## src/hw/rtl/tgbc_pkg.sv

```systemverilog
package tgbc_pkg;

    // request kinds carried on the input tuser
    localparam logic [1:0] REQ_WRITE  = 2'd0;
    localparam logic [1:0] REQ_MOVE_X = 2'd1;
    localparam logic [1:0] REQ_MOVE_Y = 2'd2;

    // field widths
    localparam int POS_W   = 24;
    localparam int HALF_W  = 14;
    localparam int TILE_W  = 6;
    localparam int CELL_W  = 7;
    localparam int IN_W    = 104;
    localparam int OUT_W   = 56;
    localparam int REQ_W   = 2;

    localparam logic [CELL_W-1:0] CELL_SIZE_RESET = 7'd16;

    // controller to datapath
    typedef struct packed {
        logic clear_en;
        logic tile_wr;
        logic load;
        logic prep;
        logic div_step;
        logic scan_init;
        logic rd;
        logic step;
        logic snap;
        logic load_out;
    } tgbc_cmd_t;

    // datapath to controller
    typedef struct packed {
        logic clear_last;
        logic delta_zero;
        logic div_done;
        logic span_empty;
        logic solid;
        logic scan_last;
    } tgbc_status_t;

endpackage

```

## src/hw/rtl/tgbc_ctrl.sv

```systemverilog
module tgbc_ctrl (
    input  logic                         clk,
    input  logic                         rst_n,
    input  logic                         s_tvalid,
    input  logic [tgbc_pkg::REQ_W-1:0]   s_tuser,
    output logic                         s_tready,
    output logic                         m_tvalid,
    input  logic                         m_tready,
    input  tgbc_pkg::tgbc_status_t       st,
    output tgbc_pkg::tgbc_cmd_t          cmd
);
    import tgbc_pkg::*;

    typedef enum logic [8:0] {
        S_CLEAR = 9'b000000001,
        S_IDLE  = 9'b000000010,
        S_PREP  = 9'b000000100,
        S_DIV   = 9'b000001000,
        S_INIT  = 9'b000010000,
        S_RD    = 9'b000100000,
        S_CHK   = 9'b001000000,
        S_SNAP  = 9'b010000000,
        S_OUT   = 9'b100000000
    } state_t;

    state_t state_reg, state_next;
    logic   ovalid_reg, ovalid_next;

    always_ff @(posedge clk or negedge rst_n)
    begin
        if (!rst_n)
        begin
            state_reg  <= S_CLEAR;
            ovalid_reg <= 1'b0;
        end
        else
        begin
            state_reg  <= state_next;
            ovalid_reg <= ovalid_next;
        end
    end

    // next state and commands
    always_comb
    begin
        state_next  = state_reg;
        cmd         = '0;
        s_tready    = 1'b0;
        ovalid_next = ovalid_reg && !m_tready;
        case (state_reg)
            S_CLEAR:
            begin
                cmd.clear_en = 1'b1;
                if (st.clear_last)
                    state_next = S_IDLE;
            end
            S_IDLE:
            begin
                s_tready = 1'b1;
                if (s_tvalid)
                begin
                    case (s_tuser)
                        REQ_WRITE:
                            cmd.tile_wr = 1'b1;
                        REQ_MOVE_X, REQ_MOVE_Y:
                        begin
                            cmd.load   = 1'b1;
                            state_next = S_PREP;
                        end
                        default:
                            ;
                    endcase
                end
            end
            S_PREP:
            begin
                cmd.prep   = 1'b1;
                state_next = st.delta_zero ? S_OUT : S_DIV;
            end
            S_DIV:
            begin
                cmd.div_step = 1'b1;
                if (st.div_done)
                    state_next = S_INIT;
            end
            S_INIT:
            begin
                cmd.scan_init = 1'b1;
                state_next    = st.span_empty ? S_OUT : S_RD;
            end
            S_RD:
            begin
                cmd.rd     = 1'b1;
                state_next = S_CHK;
            end
            S_CHK:
            begin
                if (st.solid)
                    state_next = S_SNAP;
                else if (st.scan_last)
                    state_next = S_OUT;
                else
                begin
                    cmd.step   = 1'b1;
                    state_next = S_RD;
                end
            end
            S_SNAP:
            begin
                cmd.snap   = 1'b1;
                state_next = S_OUT;
            end
            S_OUT:
            begin
                if (!ovalid_reg || m_tready)
                begin
                    cmd.load_out = 1'b1;
                    ovalid_next  = 1'b1;
                    state_next   = S_IDLE;
                end
            end
            default:
                state_next = S_CLEAR;
        endcase
    end

    assign m_tvalid = ovalid_reg;

endmodule

```

## config.mk

```make
export PLATFORM = sky130hd
export DESIGN_NAME = tgbc_ctrl
export DESIGN_NICKNAME = d
export VERILOG_FILES = /design/src/hw/rtl/tgbc_pkg.sv /design/src/hw/rtl/tgbc_ctrl.sv
export SDC_FILE = /design/constraint.sdc
export NUM_CORES = 1
export LEC_CHECK = 0
export BUFFER_PORTS_ARGS = -buffer_cell sky130_fd_sc_hd__buf_2
export CAP_MARGIN = 0
export CORE_MARGIN = 2
export CORE_UTILIZATION = 43
export DETAILED_ROUTE_END_ITERATION = 6
export PLACE_DENSITY = 0.79
export RECOVER_POWER = 25
export SLEW_MARGIN = 15
export SYNTH_ARGS = -nofsm -noshare
export SYNTH_HDL_FRONTEND = slang
export SYNTH_SLANG_ARGS = --single-unit
```

## constraint.sdc

```tcl
create_clock -name clk -period 2.55 [get_ports clk]
set_input_delay 0.765 -clock clk [delete_from_list [all_inputs] [get_ports clk]]
set_output_delay 0.765 -clock clk [all_outputs]
set_load 0.01 [all_outputs]
```

==> Flow_metrics.wiki, run 1 <==
{| class="wikitable"
! Metric !! Value
|-
| Total of endpoints with negative setup slack in the final report || 7
|-
| Power density over the cells || 672 nW/um^2
|-
| Per-cell routed wire length || 13.8 um
|-
| Relative contribution of the clock network to total power || 20.9%
|-
| Cell area after technology mapping || 677 sq um
|-
| Post-synthesis async set-or-reset flop share || 100%
|-
| CTS tree || done
|-
| Standard cell core area || 1490 sq um
|-
| Switching Power || 0.226 mW
|-
| Max Freq || around 340 MHz
|-
| Path category of the worst min-delay check || primary input to asynchronous set/reset pin
|-
| Effective utilization at floorplan || 45.5%
|-
| Crit share post-route || 115%
|-
| Cell count after synthesis || 74
|-
| Max Transition Viols Final || 0
|-
| Placement Setup Slack || -0.104 ns
|-
| Flip-flop count of the largest register after layout || 9
|-
| Vias in the first global route || 744
|-
| Final Core Density || 68.7%
|-
| Top-level port count || 24
|-
| Height of the die || 43.7 um
|-
| Worst slew margin relative to its limit || 64.9%
|-
| Maximum fanout encountered on the critical timing path || 2
|-
| Required time worst endpoint || 1.79 ns
|-
| Internal cell power || around 0.46 mW
|-
| Most frequent cell after synthesis || sky130_fd_sc_hd__dfrtp_1
|-
| Average via count per standard cell || 5.56
|-
| Sequential power share || 31.3%
|-
| Setup repair after global routing missed its margin || yes
|-
| Synth Net Count || between 80 and 90
|-
| Library cells used by synthesis || 29
|-
| NumNets Final || 130
|-
| CP Class || flip-flop to primary output
|-
| Deepest clock path buffer count || 2
|-
| Pin count of the biggest net entering global routing || 11
|-
| Number of synthesized flops with an enable pin || 0
|-
| Antenna Violating Nets Remaining || 0
|-
| Critical Path Slowest Stage Cell || sky130_fd_sc_hd__or4_4
|-
| Post-synth top area share || 33.3%
|-
| Cell types with the largest area share after synthesis || sky130_fd_sc_hd__dfrtp_1, sky130_fd_sc_hd__and3_1, sky130_fd_sc_hd__nor4b_1
|-
| Violations in the final reports || setup timing
|-
| Crit path largest cell delay || 0.54 ns
|-
| Deepest level of the CTS H-tree || 1
|-
| Total die area || 1910 sq um
|-
| Worst Max-Slew Pin Slew || 0.527 ns
|-
| Clk sink count || 10
|-
| Max-capacitance violation count || 0
|-
| Fin. Hold Viols || 0
|-
| Count of buffers inserted at the top-level ports || 23
|-
| HPWL after detailed placement || 1290 um
|-
| Part of the total power dissipated in combinational logic || 47.8%
|-
| Hold Buf Count CTS || 0
|-
| Type of destination of the critical path || primary output
|-
| Detailed-routing iteration count for the pre-antenna-repair pass || 6
|-
| Remaining design rule violation count || 0
|-
| Library cell used as clock root buffer || sky130_fd_sc_hd__clkbuf_4
|-
| Setup Skew || 0.00287 ns
|-
| Time the worst path needs with I/O delays and setup || 2.94 ns
|-
| Count of vias placed by the detailed router || between 700 and 800
|-
| Number of warning messages in the yosys log || 0
|-
| Startpoint types || flip-flop
|-
| Cell breakdown of the critical path || or4_4 -> or4_4 -> or3b_4 -> inv_2 -> buf_6
|-
| Total congestion overflow after global routing || 0
|-
| Most repeated library cell on the critical path || sky130_fd_sc_hd__or4_4
|-
| Switching share of power || 32.9%
|-
| Count of standard-cell rows || 14
|-
| Width of the die || 43.7 um
|-
| Proportion of synthesized chip area in sequential cells || between 30% and 40%
|-
| Peak supply drop || 0.415 mV
|-
| Register bit total from synthesis || 10
|-
| Wire length reported by the detailed router || 1830 um
|-
| Layout-stage area growth over the synthesis result || 51.0%
|-
| Syn_area_per_cell || 9.15 sq um
|-
| Combined global-route utilization of all metal layers || 21.9%
|-
| Worst EP arrival || 2.18 ns
|-
| Placer Congestion || 0.864
|-
| Cell type with the highest aggregate area in the netlist || sky130_fd_sc_hd__dfrtp_1
|-
| Layout cells sized above 1 || between 40 and 50%
|-
| Iteration-0 DRC count of the detailed router || 12
|-
| Most used flip-flop cell after synthesis || sky130_fd_sc_hd__dfrtp_1
|-
| Clock input transition at the sequential cells of the worst setup and hold paths || 0.06 ns
|-
| Post-route worst setup slack || -0.393 ns
|-
| Worst-Skew Late Latency || 0.27 ns
|-
| Most common library cells after synthesis || sky130_fd_sc_hd__dfrtp_1, sky130_fd_sc_hd__nand2_1, sky130_fd_sc_hd__nor2_1
|-
| Count of inserted antenna diode cells || 0
|-
| Wire length of the first global-routing pass || 3040 um
|-
| Result of the run || complete, but fails checks
|-
| Clock buffer count from CTS || 3
|-
| Initial antenna violation count || 0
|-
| Static power due to leakage || 0.538 nW
|}
[worst paths after layout]
path	from	to	slack (ns)	cells past startpoint
setup / recovery	state_reg[6]	cmd[4]	-0.39	5
hold / removal	rst_n	state_reg[3]	0.43	1
setup reg to reg	state_reg[6]	state_reg[5]	0.55	4
hold reg to reg	m_tvalid	m_tvalid	0.56	2
max in group asynchronous	rst_n	state_reg[4]	1.74	1
min in group clk	m_tvalid	m_tvalid	0.56	2
[layout by cell type, fill, tap and decap left out, types with 2 or more instances in the layout]
| cell | n |
|---|---|
| sky130_fd_sc_hd__dfrtp_1 | 8 |
| sky130_fd_sc_hd__buf_4 | 15 |
| sky130_fd_sc_hd__nor3_1 | 2 |
| sky130_fd_sc_hd__buf_2 | 20 |
| sky130_fd_sc_hd__buf_6 | 4 |
| sky130_fd_sc_hd__nor4b_1 | 3 |
| sky130_fd_sc_hd__clkbuf_4 | 3 |
| sky130_fd_sc_hd__xor2_1 | 2 |
| sky130_fd_sc_hd__o32ai_1 | 2 |
| sky130_fd_sc_hd__nor2b_1 | 2 |
| sky130_fd_sc_hd__nand2b_1 | 4 |
| sky130_fd_sc_hd__inv_1 | 3 |
| sky130_fd_sc_hd__or4_4 | 2 |
| sky130_fd_sc_hd__nor2_1 | 5 |
| sky130_fd_sc_hd__nor4_4 | 2 |
| sky130_fd_sc_hd__and3_1 | 6 |
| sky130_fd_sc_hd__nand3b_1 | 3 |
| sky130_fd_sc_hd__nand2_1 | 7 |
| sky130_fd_sc_hd__nor2_2 | 2 |
| sky130_fd_sc_hd__a211oi_1 | 2 |
[critical path: cells and delay by family, from the launching register on]
family	cells	cell delay [ns]
DFF	1	0.39
and+or+nand+nor	3	1.36
buffers and inverters	2	0.15
[cells by family (layout without fill, tap and decap cells)]
| kind of cell | after synthesis | in the layout | share of synthesized area [%] |
|---|---|---|---|
| flip-flops | 10 | 10 | 37.2 |
| adder cells (fa/ha/maj) | 1 | 1 | 1.85 |
| multiplexers | 1 | 1 | 1.48 |
| buffers and inverters | 6 | 48 | 5.54 |
| AO/OA/AOI/OAI | 9 | 9 | 10.7 |
| AND/OR/NAND/NOR | 45 | 45 | 40.7 |
| XOR/XNOR | 2 | 2 | 2.59 |
[power by group through the flow]
stage          clock network, mW  registers [mW]  logic (mW)
5_1_grt                    0.153           0.220       0.361
4_1_cts                    0.149           0.211       0.304
2_1_floorplan                  0           0.205       0.144
3_3_place_gp                   0           0.210       0.219
6_report                   0.144           0.215       0.328
3_5_place_dp                   0           0.210       0.225
[timing repair]
item / CTS / global route
resized for setup: 7 / 7
buffers inserted: 6 / 4
pin swaps: 4 / 2
setup endpoints to repair: 7 / 10
[per-stage QoR]
stage | TNS (ns) | hold WS [ns] | power, mW | std cells | area (sq um)
after floorplan | -0.0320 | 0.469 | 0.350 | 74 | 686
after global placement | -0.0743 | 0.538 | 0.429 | 120 | 866
after detailed placement | -0.209 | 0.555 | 0.435 | 120 | 866
after CTS | -1.91 | 0.338 | 0.664 | 130 | 991
after global routing | -2.24 | 0.483 | 0.733 | 132 | 1020
final | -1.76 | 0.435 | 0.687 | 132 | 1020
[final cells by class]
class / instances / area [sq um]
fillers: 117 / 467
multi-input cells: 58 / 437
repair buffers: 40 / 262
flip-flops and latches: 10 / 253
clock buffers: 4 / 36.3
well taps: 16 / 20.0
inverters: 4 / 15.0
[layer usage]
metal / GRT usage, % / part of all wire [%]
met1: 23.1 / 41
met2: 39.7 / 52
met3: 5.42 / 4.1
met4: 10.9 / 2.2
met5: 0 / 0
Note: power is estimated with default switching activity, not from simulation.
==> run 2: changes to the inputs <==
--- a/config.mk
+++ b/config.mk
@@ -11,7 +11,6 @@
 export CORE_UTILIZATION = 43
 export DETAILED_ROUTE_END_ITERATION = 6
 export PLACE_DENSITY = 0.79
-export RECOVER_POWER = 25
 export SLEW_MARGIN = 15
 export SYNTH_ARGS = -nofsm -noshare
 export SYNTH_HDL_FRONTEND = slang
==> Flow_metrics.wiki, run 2 (same netlist as run 1, synthesis figures left out) <==
{| class="wikitable"
! Metric !! Value
|-
| Initial antenna violation count || 0
|-
| Post-layout instance area || 1020 sq um
|-
| Standard cell core area || 1490 sq um
|-
| Total power after layout || 0.688 mW
|-
| Source of the worst register-to-register timing path || state_reg[6]
|-
| Final Core Density || 68.7%
|-
| Crit path largest cell delay || between 0.5 and 0.6 ns
|-
| Peak supply drop || roughly 0.42 mV
|-
| Total of endpoints with negative setup slack in the final report || 7
|-
| Hold Buf Count CTS || 0
|-
| Placer Congestion || 0.864
|-
| Flip-flop count of the largest register after layout || 9
|-
| Antenna Violating Nets Remaining || 0
|-
| Setup Skew || 0.00326 ns
|-
| Cell count after placement || 120
|-
| Path category of the worst min-delay check || primary input to asynchronous set/reset pin
|-
| Worst-Skew Late Latency || 0.27 ns
|-
| Cell count along the critical path || 5
|-
| Setup repair after global routing missed its margin || yes
|-
| Number of buffers and inverters on the critical path || 2
|-
| Worst Reg-to-Reg Cells || 4
|-
| Setup TNS || -1.76 ns
|-
| Max Freq || 340 MHz
|-
| Static power due to leakage || 0.540 nW
|-
| Wire length of the first global-routing pass || 3040 um
|-
| Worst slew margin relative to its limit || 70.4%
|-
| Iteration-0 DRC count of the detailed router || 12
|-
| Deepest level of the CTS H-tree || 1
|-
| Fillers || 117
|-
| Critical Path Slowest Stage Cell || sky130_fd_sc_hd__or4_4
|-
| Wire length reported by the detailed router || about 1800 um
|-
| Smallest hold slack || 0.334 ns
|-
| Top library cells by usage in the layout, fill and taps aside || sky130_fd_sc_hd__buf_2, sky130_fd_sc_hd__buf_4, sky130_fd_sc_hd__dfrtp_1, sky130_fd_sc_hd__nand2_1, sky130_fd_sc_hd__and3_1
|-
| Most repeated library cell on the critical path || sky130_fd_sc_hd__or4_4
|-
| Leading cell type in the layout, fill and taps excluded || sky130_fd_sc_hd__buf_2
|-
| Detailed-routing iteration count for the pre-antenna-repair pass || 6
|-
| Violations in the final reports || setup timing
|-
| Internal cell power || 0.461 mW
|-
| Combined global-route utilization of all metal layers || 21.9%
|-
| Vias in the first global route || 744
|-
| Startpoint types || flip-flop
|-
| Effective utilization at floorplan || 45.5%
|-
| Top-level port count || 24
|-
| Pin count of the biggest net entering global routing || 11
|-
| Count of vias placed by the detailed router || 736
|-
| Part of the total power dissipated in combinational logic || 47.8%
|-
| Count of inserted antenna diode cells || 0
|-
| Cell breakdown of the critical path || or4_4 -> or4_4 -> or3b_4 -> inv_2 -> buf_6
|-
| Crit share post-route || 115%
|-
| Layout cells sized above 1 || 50.0%
|-
| Layout-stage area growth over the synthesis result || 51.2%
|-
| Result of the run || complete, but fails checks
|-
| Power density over the cells || 673 nW/um^2
|-
| Switching Power || between 0.2 and 0.25 mW
|-
| NumNets Final || 130
|-
| Clock input transition at the sequential cells of the worst setup and hold paths || around 0.060 ns
|-
| Placement Setup Slack || -0.104 ns
|-
| Per-cell routed wire length || 14.0 um
|-
| Type of destination of the critical path || primary output
|-
| Average via count per standard cell || approximately 5.6
|-
| Count of standard-cell rows || 14
|-
| Fin. Hold Viols || 0
|-
| Remaining design rule violation count || 0
|-
| Time the worst path needs with I/O delays and setup || 2.94 ns
|-
| Clock buffer count from CTS || 3
|-
| Worst EP arrival || ~2.2 ns
|-
| Count of buffers inserted at the top-level ports || 23
|-
| Width of the die || between 40 and 50 um
|-
| Max-capacitance violation count || 0
|-
| Post-route worst setup slack || -0.394 ns
|-
| Deepest clock path buffer count || 2
|-
| Sequential power share || 31.3%
|-
| Clk sink count || 10
|-
| Required time worst endpoint || 1.79 ns
|-
| CP Class || flip-flop to primary output
|-
| Library cell used as clock root buffer || sky130_fd_sc_hd__clkbuf_4
|-
| Total congestion overflow after global routing || 0
|-
| CTS tree || done
|-
| Max Transition Viols Final || 0
|-
| Worst Max-Slew Pin Slew || between 0.4 and 0.5 ns
|-
| Gate family responsible for the most delay along the worst path || simple AND/OR/NAND/NOR gates
|-
| Maximum fanout encountered on the critical timing path || 2
|-
| First element of the critical path || state_reg[6]
|-
| Relative contribution of the clock network to total power || 21.0%
|-
| HPWL after detailed placement || 1290 um
|-
| Height of the die || 43.7 um
|-
| Switching share of power || 33.0%
|-
| R2R Setup Slk || ~0.55 ns
|-
| Standard cell area after detailed placement || 866 sq um
|-
| Non-filler instance count after layout || 132
|-
| Total die area || 1910 sq um
|}
[run 2: cell types whose count changed in the layout (fill, tap and decap cells not counted), sizes merged]
cell | previous run | this run
buf | 39 | 40
clkbuf | 5 | 4
[run 2: cell type report]
class	count	area, sq um	share of cell area (%)
clock buffer	4	36.3	3.55
inverter	4	15.0	1.47
multi-input combinational	58	437	42.7
sequential	10	253	24.7
tap	16	20.0	1.96
timing repair buffer	40	263	25.7
[run 2: final timing paths]
check                               end
max                              cmd[4]
max in group asynchronous  state_reg[0]
min in group clk               m_tvalid
max reg2reg                state_reg[5]
min reg2reg                    m_tvalid
min                        state_reg[3]
[run 2: power by group through the flow]
stage	sequential [mW]	clock (mW)	combinational (mW)
after floorplan	0.205	0	0.144
after global placement	0.210	0	0.219
after detailed placement	0.210	0	0.225
after CTS	0.211	0.149	0.304
after global routing	0.220	0.153	0.361
final	0.215	0.144	0.329
[run 2: what timing repair did]
item	CTS	global route
buffers inserted	6	4
pin swaps	4	2
endpoints found under the setup margin	7	10
gates resized for setup	7	7
[run 2: per-layer routing]
layer / part of all wire (%) / wire, um / GRT usage [%] / up-vias
li1: - / - / - / 357
met5: 0 / 0 / 0 / -
met1: 42 / 768 / 23.1 / 360
met4: 2.1 / 38 / 10.9 / 0
met3: 4.1 / 75 / 5.42 / 4
met2: 52 / 961 / 39.7 / 15
